<file path="config.mk">
export PLATFORM = sky130hd
export DESIGN_NAME = first_fit_bin_packer_unit
export DESIGN_NICKNAME = d
export VERILOG_FILES = /design/src/rtl/core/ffbp_pkg.sv /design/src/rtl/core/ffbp_ram.sv /design/src/rtl/core/first_fit_bin_packer_unit.sv
export VERILOG_INCLUDE_DIRS = /design/src /design/src/rtl/core
export SDC_FILE = /design/constraint.sdc
export NUM_CORES = 1
export LEC_CHECK = 0
export BUFFER_PORTS_ARGS = -buffer_cell sky130_fd_sc_hd__buf_2
export CORE_UTILIZATION = 50
export CTS_CLUSTER_SIZE = 16
export DETAILED_ROUTE_END_ITERATION = 8
export PLACE_DENSITY = 0.66
export SLEW_MARGIN = 15
export SYNTH_ARGS = -nofsm -noshare
export SYNTH_HDL_FRONTEND = slang
export SYNTH_HIERARCHICAL = 1
export SYNTH_SLANG_ARGS = --single-unit
</file>
<file path="constraint.sdc">
create_clock -name clk -period 15.1 [get_ports clk]
set_input_delay 1.51 -clock clk [delete_from_list [all_inputs] [get_ports clk]]
set_output_delay 1.51 -clock clk [all_outputs]
set_load 0.01 [all_outputs]
</file>
<file path="src/rtl/core/first_fit_bin_packer_unit_macros.svh">
// Assertion macros shared by the RTL of the first-fit bin packer.
// Each macro expects a clock named clk and an active-low reset named rst_n in scope.
`ifndef FIRST_FIT_BIN_PACKER_UNIT_MACROS_SVH
`define FIRST_FIT_BIN_PACKER_UNIT_MACROS_SVH

// The consequent must hold in the same cycle as the antecedent.
`define FFBP_ASSERT_SAME(label, ante, cons, msg) \
  label: assert property (@(posedge clk) disable iff (!rst_n) (ante) |-> (cons)) \
    else $error(msg);

// The consequent must hold in the cycle after the antecedent.
`define FFBP_ASSERT_NEXT(label, ante, cons, msg) \
  label: assert property (@(posedge clk) disable iff (!rst_n) (ante) |=> (cons)) \
    else $error(msg);

`endif

</file>
<file path="src/rtl/core/ffbp_pkg.sv">
`timescale 1ns / 1ps

package ffbp_pkg;

  localparam int FILL_W    = 16;
  localparam int IDX_OUT_W = 6;
  localparam int CNT_W     = 7;
  localparam int ADDR_W    = 3;
  localparam int DATA_W    = 32;

  localparam logic [CNT_W-1:0]  CNT_MAX   = 7'd127;
  localparam logic [FILL_W-1:0] CAP_RESET = 16'hFFFF;

  // Register index as seen in paddr[2].
  localparam logic REG_BIN_CAPACITY = 1'b0;

  typedef enum logic [1:0] {
    S_IDLE,
    S_SCAN,
    S_DONE
  } state_t;

endpackage

</file>
<file path="src/rtl/core/ffbp_ram.sv">
`timescale 1ns / 1ps

// Simple dual-port RAM: one write port, one read port with registered read data.
module ffbp_ram #(
  parameter int WIDTH = 16,
  parameter int DEPTH = 64
) (
  input  logic                     clk,
  input  logic                     we,
  input  logic [$clog2(DEPTH)-1:0] waddr,
  input  logic [WIDTH-1:0]         wdata,
  input  logic                     re,
  input  logic [$clog2(DEPTH)-1:0] raddr,
  output logic [WIDTH-1:0]         rdata
);

  logic [WIDTH-1:0] mem [DEPTH];
  logic [WIDTH-1:0] rdata_r;

  always_ff @(posedge clk) begin
    if (we) begin
      mem[waddr] <= wdata;
    end
    if (re) begin
      rdata_r <= mem[raddr];
    end
  end

  assign rdata = rdata_r;

endmodule

</file>
<file path="src/rtl/core/first_fit_bin_packer_unit.sv">
`timescale 1ns / 1ps

// First-fit bin packer. Each accepted item is placed in the lowest-numbered bin whose fill
// plus the item size does not exceed the bin_capacity register, and one result item reports
// the chosen bin, whether the item was placed, and the number of non-empty bins. The fills
// live in a single RAM of MAX_BINS words that is scanned one bin per cycle through its
// registered read port. Bins at or above a high-water mark have never been written since
// reset or the last first_item and read as empty, so no clearing pass is needed and the scan
// stops at the first such bin. An item makes the block look at k bins (k is at most the
// number of bins touched so far plus one, and never more than MAX_BINS): the first bin is
// read, the bins are compared in order, and the result is loaded into the output register
// once that register is free or its result is being taken; the next item can be accepted
// once the result is offered. The block works on one item at a time; a new item may be
// accepted while the previous result still waits to be taken. The capacity is written
// through the APB port at byte address 0 and should only be changed while no item is in
// flight.
module first_fit_bin_packer_unit #(
  parameter int MAX_BINS = 64
) (
  input  logic                        clk,
  input  logic                        rst_n,
  // Input channel
  input  logic                        in_valid,
  output logic                        in_ready,
  input  logic [15:0]                 in_item_size,
  input  logic                        in_first_item,
  // Result channel
  output logic                        out_valid,
  input  logic                        out_ready,
  output logic [5:0]                  out_bin_index,
  output logic                        out_placed,
  output logic [6:0]                  out_bins_used,
  // Configuration port
  input  logic                        psel,
  input  logic                        penable,
  input  logic                        pwrite,
  input  logic [ffbp_pkg::ADDR_W-1:0] paddr,
  input  logic [ffbp_pkg::DATA_W-1:0] pwdata,
  output logic [ffbp_pkg::DATA_W-1:0] prdata,
  output logic                        pready
);

  `include "first_fit_bin_packer_unit_macros.svh"

  localparam int IDX_W = $clog2(MAX_BINS);
  localparam int HW_W  = $clog2(MAX_BINS + 1);

  localparam logic [IDX_W-1:0] LAST_IDX = IDX_W'(MAX_BINS - 1);
  localparam logic [HW_W-1:0]  HW_MAX   = HW_W'(MAX_BINS);

  // Control and scan state.
  ffbp_pkg::state_t state_r, state_nxt;
  logic [ffbp_pkg::FILL_W-1:0]    cap_r;
  logic [ffbp_pkg::FILL_W-1:0]    size_r, size_nxt;
  logic [HW_W-1:0]                hw_r, hw_nxt;
  logic [ffbp_pkg::CNT_W-1:0]     used_r, used_nxt;
  logic [IDX_W-1:0]               rd_idx_r, rd_idx_nxt;
  logic                           cmp_vld_r, cmp_vld_nxt;
  logic [IDX_W-1:0]               cmp_idx_r, cmp_idx_nxt;
  logic [ffbp_pkg::IDX_OUT_W-1:0] res_idx_r, res_idx_nxt;
  logic                           res_placed_r, res_placed_nxt;

  // Output register.
  logic                           out_valid_r, out_valid_nxt;
  logic [ffbp_pkg::IDX_OUT_W-1:0] out_bin_index_r, out_bin_index_nxt;
  logic                           out_placed_r, out_placed_nxt;
  logic [ffbp_pkg::CNT_W-1:0]     out_bins_used_r, out_bins_used_nxt;

  // RAM ports.
  logic                        ram_we, ram_re;
  logic [IDX_W-1:0]            ram_waddr;
  logic [ffbp_pkg::FILL_W-1:0] ram_wdata, ram_rdata;

  // Datapath for the bin under test.
  logic                          cmp_in_hw;
  logic [ffbp_pkg::FILL_W-1:0]   fill_w;
  logic [ffbp_pkg::FILL_W:0]     sum_w;
  logic                          fits_w;
  logic                          last_w;
  logic                          hit_w;
  logic                          cfg_wr;

  ffbp_ram #(
    .WIDTH (ffbp_pkg::FILL_W),
    .DEPTH (MAX_BINS)
  ) u_fill_ram (
    .clk   (clk),
    .we    (ram_we),
    .waddr (ram_waddr),
    .wdata (ram_wdata),
    .re    (ram_re),
    .raddr (rd_idx_r),
    .rdata (ram_rdata)
  );

  // Configuration port: a single register, always ready.
  assign pready = 1'b1;
  assign cfg_wr = psel && penable && pwrite && (paddr[2] == ffbp_pkg::REG_BIN_CAPACITY);
  assign prdata = (paddr[2] == ffbp_pkg::REG_BIN_CAPACITY) ?
                  {{(ffbp_pkg::DATA_W - ffbp_pkg::FILL_W){1'b0}}, cap_r} : '0;

  always_ff @(posedge clk) begin
    if (!rst_n) begin
      cap_r <= ffbp_pkg::CAP_RESET;
    end else if (cfg_wr) begin
      cap_r <= pwdata[ffbp_pkg::FILL_W-1:0];
    end
  end

  // Bins at or above the high-water mark have never been written since reset or the last first item and read as zero.
  assign cmp_in_hw = HW_W'(cmp_idx_r) < hw_r;
  assign fill_w    = cmp_in_hw ? ram_rdata : '0;
  assign sum_w     = {1'b0, fill_w} + {1'b0, size_r};
  assign fits_w    = sum_w <= {1'b0, cap_r};
  assign last_w    = cmp_idx_r == LAST_IDX;
  assign hit_w     = (state_r == ffbp_pkg::S_SCAN) && cmp_vld_r && fits_w;

  assign in_ready = (state_r == ffbp_pkg::S_IDLE);

  always_comb begin
    state_nxt         = state_r;
    size_nxt          = size_r;
    hw_nxt            = hw_r;
    used_nxt          = used_r;
    rd_idx_nxt        = rd_idx_r;
    cmp_vld_nxt       = cmp_vld_r;
    cmp_idx_nxt       = cmp_idx_r;
    res_idx_nxt       = res_idx_r;
    res_placed_nxt    = res_placed_r;
    out_valid_nxt     = out_valid_r;
    out_bin_index_nxt = out_bin_index_r;
    out_placed_nxt    = out_placed_r;
    out_bins_used_nxt = out_bins_used_r;
    ram_we            = 1'b0;
    ram_re            = 1'b0;
    ram_waddr         = cmp_idx_r;
    ram_wdata         = sum_w[ffbp_pkg::FILL_W-1:0];

    if (out_valid_r && out_ready) begin
      out_valid_nxt = 1'b0;
    end

    case (state_r)
      ffbp_pkg::S_IDLE: begin
        if (in_valid) begin
          size_nxt    = in_item_size;
          rd_idx_nxt  = '0;
          cmp_vld_nxt = 1'b0;
          if (in_first_item) begin
            hw_nxt   = '0;
            used_nxt = '0;
          end
          state_nxt = ffbp_pkg::S_SCAN;
        end
      end

      ffbp_pkg::S_SCAN: begin
        // One read is issued per cycle; its data is tested in the following cycle.
        ram_re      = 1'b1;
        cmp_vld_nxt = 1'b1;
        cmp_idx_nxt = rd_idx_r;
        if (rd_idx_r != LAST_IDX) begin
          rd_idx_nxt = rd_idx_r + 1'b1;
        end
        if (cmp_vld_r) begin
          if (fits_w) begin
            ram_we = 1'b1;
            if ((fill_w == '0) && (size_r != '0) && (used_r < ffbp_pkg::CNT_MAX)) begin
              used_nxt = used_r + 1'b1;
            end
            if (!cmp_in_hw) begin
              hw_nxt = hw_r + 1'b1;
            end
            res_idx_nxt    = ffbp_pkg::IDX_OUT_W'(cmp_idx_r);
            res_placed_nxt = 1'b1;
            state_nxt      = ffbp_pkg::S_DONE;
          end else if (!cmp_in_hw || last_w) begin
            // An empty bin that cannot take the item means no later bin can either; the scan also ends at the last bin.
            res_idx_nxt    = '0;
            res_placed_nxt = 1'b0;
            state_nxt      = ffbp_pkg::S_DONE;
          end
        end
      end

      ffbp_pkg::S_DONE: begin
        if (!out_valid_r || out_ready) begin
          out_valid_nxt     = 1'b1;
          out_bin_index_nxt = res_idx_r;
          out_placed_nxt    = res_placed_r;
          out_bins_used_nxt = used_r;
          state_nxt         = ffbp_pkg::S_IDLE;
        end
      end

      default: begin
        state_nxt = ffbp_pkg::S_IDLE;
      end
    endcase
  end

  always_ff @(posedge clk) begin
    if (!rst_n) begin
      state_r     <= ffbp_pkg::S_IDLE;
      hw_r        <= '0;
      used_r      <= '0;
      cmp_vld_r   <= 1'b0;
      out_valid_r <= 1'b0;
    end else begin
      state_r     <= state_nxt;
      hw_r        <= hw_nxt;
      used_r      <= used_nxt;
      cmp_vld_r   <= cmp_vld_nxt;
      out_valid_r <= out_valid_nxt;
    end
  end

  always_ff @(posedge clk) begin
    size_r          <= size_nxt;
    rd_idx_r        <= rd_idx_nxt;
    cmp_idx_r       <= cmp_idx_nxt;
    res_idx_r       <= res_idx_nxt;
    res_placed_r    <= res_placed_nxt;
    out_bin_index_r <= out_bin_index_nxt;
    out_placed_r    <= out_placed_nxt;
    out_bins_used_r <= out_bins_used_nxt;
  end

  assign out_valid     = out_valid_r;
  assign out_bin_index = out_bin_index_r;
  assign out_placed    = out_placed_r;
  assign out_bins_used = out_bins_used_r;

  `FFBP_ASSERT_SAME(a_hw_bound, 1'b1, hw_r <= HW_MAX, "high-water mark beyond the bin count")
  `FFBP_ASSERT_NEXT(a_hw_grow, hit_w && !cmp_in_hw, hw_r == $past(hw_r) + 1'b1,
                    "high-water mark did not grow")
  `FFBP_ASSERT_NEXT(a_accept_scan, in_valid && in_ready, state_r == ffbp_pkg::S_SCAN,
                    "accepted item did not start a scan")
  `FFBP_ASSERT_SAME(a_reject_idx, out_valid && !out_placed, out_bin_index == '0,
                    "rejected item reports a nonzero bin")

endmodule
</file>
# Word-level counts from Yosys, hierarchy flattened
# Memories as Yosys holds them, arrays and structs flattened. A register that Yosys moved wholly into a read port is not among the register bits.
# Cells that the tools add are included.
[word_totals]
regBits = 83
wordCells = 94
ramBits = 1024
inputBits = 59
memories = 1
[op_classes]
order_cmp = 3
n_eq_ne = 13
n_bitwise = 1
reduce_logical = 23
mux = 35
n_addsub = 4
[mem_list]
columns = ["memory", "depth", "width", "read_ports", "rd_ports_with_merged_regs", "wr", "line_no", "text"]
rows = [
  ["u_fill_ram.mem", 64, 16, 1, 1, 1, "ffbp_ram.sv:17", "logic [WIDTH-1:0] mem [DEPTH];"],
]
[op_table]
columns = ["cell", "count"]
rows = [
  ["$mux W7", 8],
  ["$mux W16", 2],
  ["$pmux W7 S2", 2],
  ["$mux W6", 4],
  ["$add A16 B16 Y17", 1],
  ["$le A17 B16 Y1", 1],
  ["$logic_not A16 Y1", 1],
  ["$reduce_bool A16 Y1", 1],
  ["$add A7 B1 Y7 const B", 2],
  ["$pmux W6 S2", 1],
  ["$reduce_and A6 Y1", 2],
  ["$mux W1", 11],
  ["$mux W2", 5],
  ["$ne A2 B2 Y1 const B", 5],
  ["$lt A6 B7 Y1", 1],
  ["$lt A7 B7 Y1 const B", 1],
  ["$add A6 B1 Y6 const B", 1],
  ["$eq A6 B6 Y1 const B", 1],
  ["$logic_and A1 B1 Y1", 6],
  ["$ne A2 B1 Y1 const B", 3],
  ["$ne A6 B6 Y1 const B", 1],
  ["$pmux W2 S3", 1],
  ["$reduce_and A2 Y1", 3],
  ["$reduce_and A3 Y1", 2],
  ["other kinds (10)", 13],
]

# Depth between registers and ports, before layout
[depth]
word_depth = 9
ltp_mapped = 28
ltp_nobuf = 27

# Modules after synthesis
# Netlist, hierarchy kept.
[by_module_without_submodules]
columns = ["module", "cells_each", "instances", "seq_area_each_um2", "area_per_inst_um2"]
rows = [
  ["ffbp_ram", 1829, 1, 31230.0, 40202.3],
  ["first_fit_bin_packer_unit", 487, 1, 2152.1, 4820.9],
]

# Least setup slack after synthesis
# Ideal clock, no wire load.
[synth_timing]
kind = "register to register"
start = "reg hw_r[4]"
end = "mem u_fill_ram.mem[48][0], enable pin"
t_arrival_ns = 8.550
slack_ns = 6.141
period_less_slack_ns = 8.959
path_buffers = 1
stages_incl_launch_ff = 28
path_cell_list = "dfxtp_1 inv_1 ha_1 a21o_1 a21oi_1 or2_2 o21a_1 clkbuf_1 and2_1 ha_1 fa_1 a21o_1 a311oi_2 a22oi_2 a41oi_2 a211oi_1 o21a_1 nor2_1 xnor2_1 ha_1 nand3_1 or4_1 a2bb2oi_2 o21ai_2 nor4_1 nor2b_1 nand4b_1 nor3_1"
[synth_between]
elab_chain_len = 9
[synth_rtl]
columns = ["element", "line_no", "text"]
rows = [
  ["start: declaration", "first_fit_bin_packer_unit.sv:55", "logic [HW_W-1:0] hw_r, hw_nxt;"],
  ["start signal: assignment", "first_fit_bin_packer_unit.sv:211", "hw_r <= hw_nxt;"],
  ["$lt A6 B7 Y1", "first_fit_bin_packer_unit.sv:111", "assign cmp_in_hw = HW_W'(cmp_idx_r) < hw_r;"],
  ["$mux W16", "first_fit_bin_packer_unit.sv:112", "assign fill_w = cmp_in_hw ? ram_rdata : '0;"],
  ["$add A16 B16 Y17", "first_fit_bin_packer_unit.sv:113", "assign sum_w = {1'b0, fill_w} + {1'b0, size_r};"],
  ["named net sum_w (one bit)", "first_fit_bin_packer_unit.sv:77", "logic [ffbp_pkg::FILL_W:0] sum_w;"],
  ["$le A17 B16 Y1", "first_fit_bin_packer_unit.sv:114", "assign fits_w = sum_w <= {1'b0, cap_r};"],
  ["$mux W1", "first_fit_bin_packer_unit.sv:166", "if (fits_w) begin"],
  ["$mux W1", "first_fit_bin_packer_unit.sv:165", "if (cmp_vld_r) begin"],
  ["$mux W1", "first_fit_bin_packer_unit.sv:143", "case (state_r)"],
  ["named net ram_we", "first_fit_bin_packer_unit.sv:70", "logic ram_we, ram_re;"],
  ["$mux W1", "ffbp_ram.sv:21", "if (we) begin"],
  ["$mux W1 (implied by the code)", "ffbp_ram.sv:22", "mem[waddr] <= wdata;"],
  ["end: declaration", "ffbp_ram.sv:17", ""],
]
# The timed path passes the listed nets, and every way through them passes these cells.

# Worst setup path in the final report
[layout_timing]
start = "reg cmp_idx_r[4]"
end = "mem u_fill_ram.mem[62][1], enable pin"
[layout_between]
elab_chain_len = 9
[layout_rtl]
columns = ["element", "line_no", "text"]
rows = [
  ["start: declaration", "first_fit_bin_packer_unit.sv:59", "logic [IDX_W-1:0] cmp_idx_r, cmp_idx_nxt;"],
  ["start signal: assignment", "first_fit_bin_packer_unit.sv:221", "cmp_idx_r <= cmp_idx_nxt;"],
  ["$lt A6 B7 Y1", "first_fit_bin_packer_unit.sv:111", ""],
  ["$mux W16", "first_fit_bin_packer_unit.sv:112", ""],
  ["$add A16 B16 Y17", "first_fit_bin_packer_unit.sv:113", ""],
  ["named net sum_w (one bit)", "first_fit_bin_packer_unit.sv:77", ""],
  ["$le A17 B16 Y1", "first_fit_bin_packer_unit.sv:114", ""],
  ["$mux W1", "first_fit_bin_packer_unit.sv:166", ""],
  ["$mux W1", "first_fit_bin_packer_unit.sv:165", ""],
  ["$mux W1", "first_fit_bin_packer_unit.sv:143", ""],
  ["named net ram_we", "first_fit_bin_packer_unit.sv:70", ""],
  ["$mux W1", "ffbp_ram.sv:21", ""],
  ["$mux W1 (implied by the code)", "ffbp_ram.sv:22", ""],
]
# The timed path passes the listed nets, and every way through them passes these cells.

==> impl_metrics.toml <==
[status]
run_status = "complete, but fails checks"
failed_checks = "design-rule violations"

[synth]
mean_area_per_synthesized_cell_sq_um = 19.4
yosysSeqAreaShare_pct = 74.1
synth.largest_area_cell = "edfxtp_1"
post_synth_main_area_contributors = "edfxtp_1 73%, mux4_2 11%, mux2i_1 1.9%"
synth.yosys.warnings = 6
asyncSetResetFlopFracSynth_pct = 0
mappedNetlistArea_sq_mm = 0.0450
synth-main-ff-cell = "edfxtp_1"
yosys.cell_types.count = 78
synth_edf_count = 1089
synth.ff_latch_count = 1123
post_synth_inst_count = 2316
synth_top_cell_area_share_pct = 72.6

[hold_path]
hold_path_depth = 0
min_path_type = "reg2reg"

[clocking]
insertion_delay_ps = 680
numClockSinks = 1123
path_clk_slew_ps = 60
cts.repair_timing.setup_buffer_count = 0
tritoncts.num_buffers = 110
clock_tree.htree_level_count = 3
cts-hold-fix-buffers = 0
clk_root_buffer_cell = "clkbuf_16"
tritoncts = "built"
max-clock-path-buffers = 3
postCtsResizedCells = 0

[global_routing]
gr-usage-met1_pct = 31.3
pin_count_of_the_biggest_net_entering_global_routing = 143
grt.met2_usage_pct = 37.0
wire_length_of_the_first_global_routing_pass_mm = 150
antenna_found_initial = 1
first_global_vias = 22898
met3_usage_pct = 3.59
globalRouteOverflowTotal = 0
tot_gr_track_use_pct = 22.7
gr-max-usage-layer = "met2"

[sta]
setup_slack_ps = 5680
post-route-min-period_ps = 9420
period_share_pct = 62.4
slew-limit-headroom_pct = 22.6
grt_setup_unrepaired = "false"
final_max_slew_viol_count = 0
finalSetupViolations = 0
fin_skew_ps = 35.9
fin_setup_tns_ps = 0
final_count_of_hold_timing_violations = 0
achievable-frequency_mhz = 106
worstMarginPinSlew_ps = 1160

[detailed_routing]
drt_pass1_iterations = 9
remaining_drc_errors = 18
ant_nets = 0
route.detailed.wl_per_inst_um = 27.5
detail_route.vias_per_cell = 6.14
dr.first_iter.drc_count = 2516
vias = 22832
routed_wirelength_mm = 102

[setup_path]
timing.critical_path.mode_cell = "buf_4"
critPathMaxFanout = 65
timing_worst_setup_path_type = "reg2reg"
critical_path.slowest_cell = "edfxtp_1"
setup.worst_path.end_class = "register"
cp_data_required_time_ps = 15480
critical_path_arrival_ps = 9790
r2r_setup_slack_ps = 5680
slowest_delay_ps = 840
r2r_cells = 28
sort_of_element_at_the_start_of_the_critical_path = "register"

[power]
leakage_nw = 16.2
powerDensity_mw_per_mm2 = 146
p_seq_share_pct = 50.1
power.ir.vdd_worst_uv = 89.5
pwr-share-clk_pct = 37.0
p_sw_share_pct = 24.7
switchingPower_mw = 1.82
totalPowerFinal_mw = 7.36
power_share_of_the_combinational_group_pct = 12.9
internal_power_mw = 5.54

[finish]
nets = 2565
final_util_pct = 56.8
flow.area_growth_from_synthesis_pct = 12.1
post_route_cells_drive_above_1_share_pct = 24.4
post-route-cell-area_sq_mm = 0.0505

[place]
place_area_sq_mm = 0.0468
place.port_buffers = 72
final_estimated_routing_congestion_in_global_placement = 0.937
pre_cts_ws_ps = 5720
place.detailed.hpwl_mm = 60.0

[die]
core_region_area_sq_mm = 0.0888
initial_core_util_pct = 50.7
rows = 109
io-pin-count = 108
fp.dieArea_sq_mm = 0.0912
dieHeight_um = 302
die_width_um = 302

[run]
max_cap_viol_count = 0
==> metrics by stage <==
stage / hold WS, ps / instances
after global routing: 426 / 3720
after detailed placement: 407 / 3518
final: 424 / 3721
after global placement: 402 / 3518
after CTS: 420 / 3720
after floorplan: 400 / 2331
==> placed cells by master, fill, tap and decap left out, types with 9 or more instances in the layout <==
cell	n
a21o_1	12
nand2_1	98
clkbuf_16	113
o21ai_0	16
mux2_2	27
mux4_2	220
edfxtp_1	1089
nor4_1	11
a21oi_1	37
clkinv_1	23
a22oi_1	39
mux2i_1	87
clkinv_2	28
o21ai_1	9
conb_1	17
ha_1	39
nor2_1	96
dfxtp_1	34
buf_4	82
inv_1	29
buf_2	72
bufinv_16	13
a221oi_1	16
o211ai_1	24
nor2_2	18
a31oi_1	10
nor2b_1	31
nand4_1	19
a211oi_1	11
clkbuf_1	16
and2_1	29
nand3_1	41
==> cell families (layout without fill, tap and decap cells) <==
logic type               Yosys count  after routing  synth area share [%]
flip-flops                      1123           1123                  74.1
AND/OR/NAND/NOR                  396            396                  4.40
multiplexers                     338            338                  13.8
AO/OA/AOI/OAI                    237            237                  3.87
buffers and inverters            164            388                  2.27
adder cells (fa/ha/maj)           41             41                  1.16
XOR/XNOR                          15             15                 0.292
other                              2             18                0.0167
==> worst max-delay path, delay by kind of cell, from the launching register on <==
kind | cells | cell delay, ps
compound gates | 11 | 2730
xor+xnor | 1 | 130
fa+ha+maj | 4 | 1130
buf+inv | 3 | 1110
flops | 1 | 840
simple gates | 9 | 3170
==> metal layers <==
metal,vias to the layer above,wire [um]
met5,-,0
met4,0,3670
met3,180,6950
met2,907,50300
met1,11999,41500
li1,9746,-
==> power by group through the flow <==
stage / combinational (mW) / clock, mW / sequential (mW)
after floorplan: 0.584 / 0 / 3.76
after global placement: 0.919 / 0 / 3.75
after detailed placement: 0.952 / 0 / 3.75
after CTS: 0.953 / 2.76 / 3.69
after global routing: 1.00 / 2.87 / 3.69
final: 0.950 / 2.72 / 3.69
==> layout make-up <==
cell class / instances / area (sq um)
fill: 6532 / 38300
sequential: 1123 / 33400
multi-input combinational: 1044 / 10900
clock buffer: 129 / 2890
tap: 1165 / 1460
timing repair buffer: 156 / 1020
clock inverter: 73 / 721
inverter: 30 / 113
antenna: 1 / 2.50
==> sequential cells by signal, summed over array words and instances (netlist names), 7 cells and up <==
signal	count
out_bins_used	7
size_r	16
u_fill_ram/rdata	16
cap_r	16
hw_r	7
u_fill_ram/mem	1024
used_r	7
==> worst paths after layout <==
kind	startpoint	endpoint
setup / recovery	cmp_idx_r[4]$_DFFE_PP_	u_fill_ram/mem[62][1]$_DFFE_PP_
hold / removal	res_idx_r[4]$_SDFFCE_PN0P_	out_bin_index[4]$_DFFE_PP_
setup reg to reg	cmp_idx_r[4]$_DFFE_PP_	u_fill_ram/mem[62][1]$_DFFE_PP_
hold reg to reg	res_idx_r[4]$_SDFFCE_PN0P_	out_bin_index[4]$_DFFE_PP_
==> synth_stat cells (12+ instances only) <==
| library cell | number |
|---|---|
| edfxtp_1 | 1089 |
| mux4_2 | 220 |
| nor2_1 | 114 |
| nand2_1 | 98 |
| mux2i_1 | 87 |
| nand3_1 | 41 |
| ha_1 | 40 |
| a22oi_1 | 39 |
| a21oi_1 | 38 |
| clkbuf_1 | 37 |
| buf_2 | 36 |
| dfxtp_1 | 34 |
| nor2b_1 | 32 |
| buf_4 | 30 |
| and2_1 | 29 |
| inv_1 | 29 |
| mux2_2 | 27 |
| o211ai_1 | 24 |
| nand4_1 | 19 |
| buf_6 | 17 |
| a221oi_1 | 16 |
| o21ai_0 | 16 |
| a21o_1 | 12 |
Note: power is estimated with default switching activity, not from simulation.
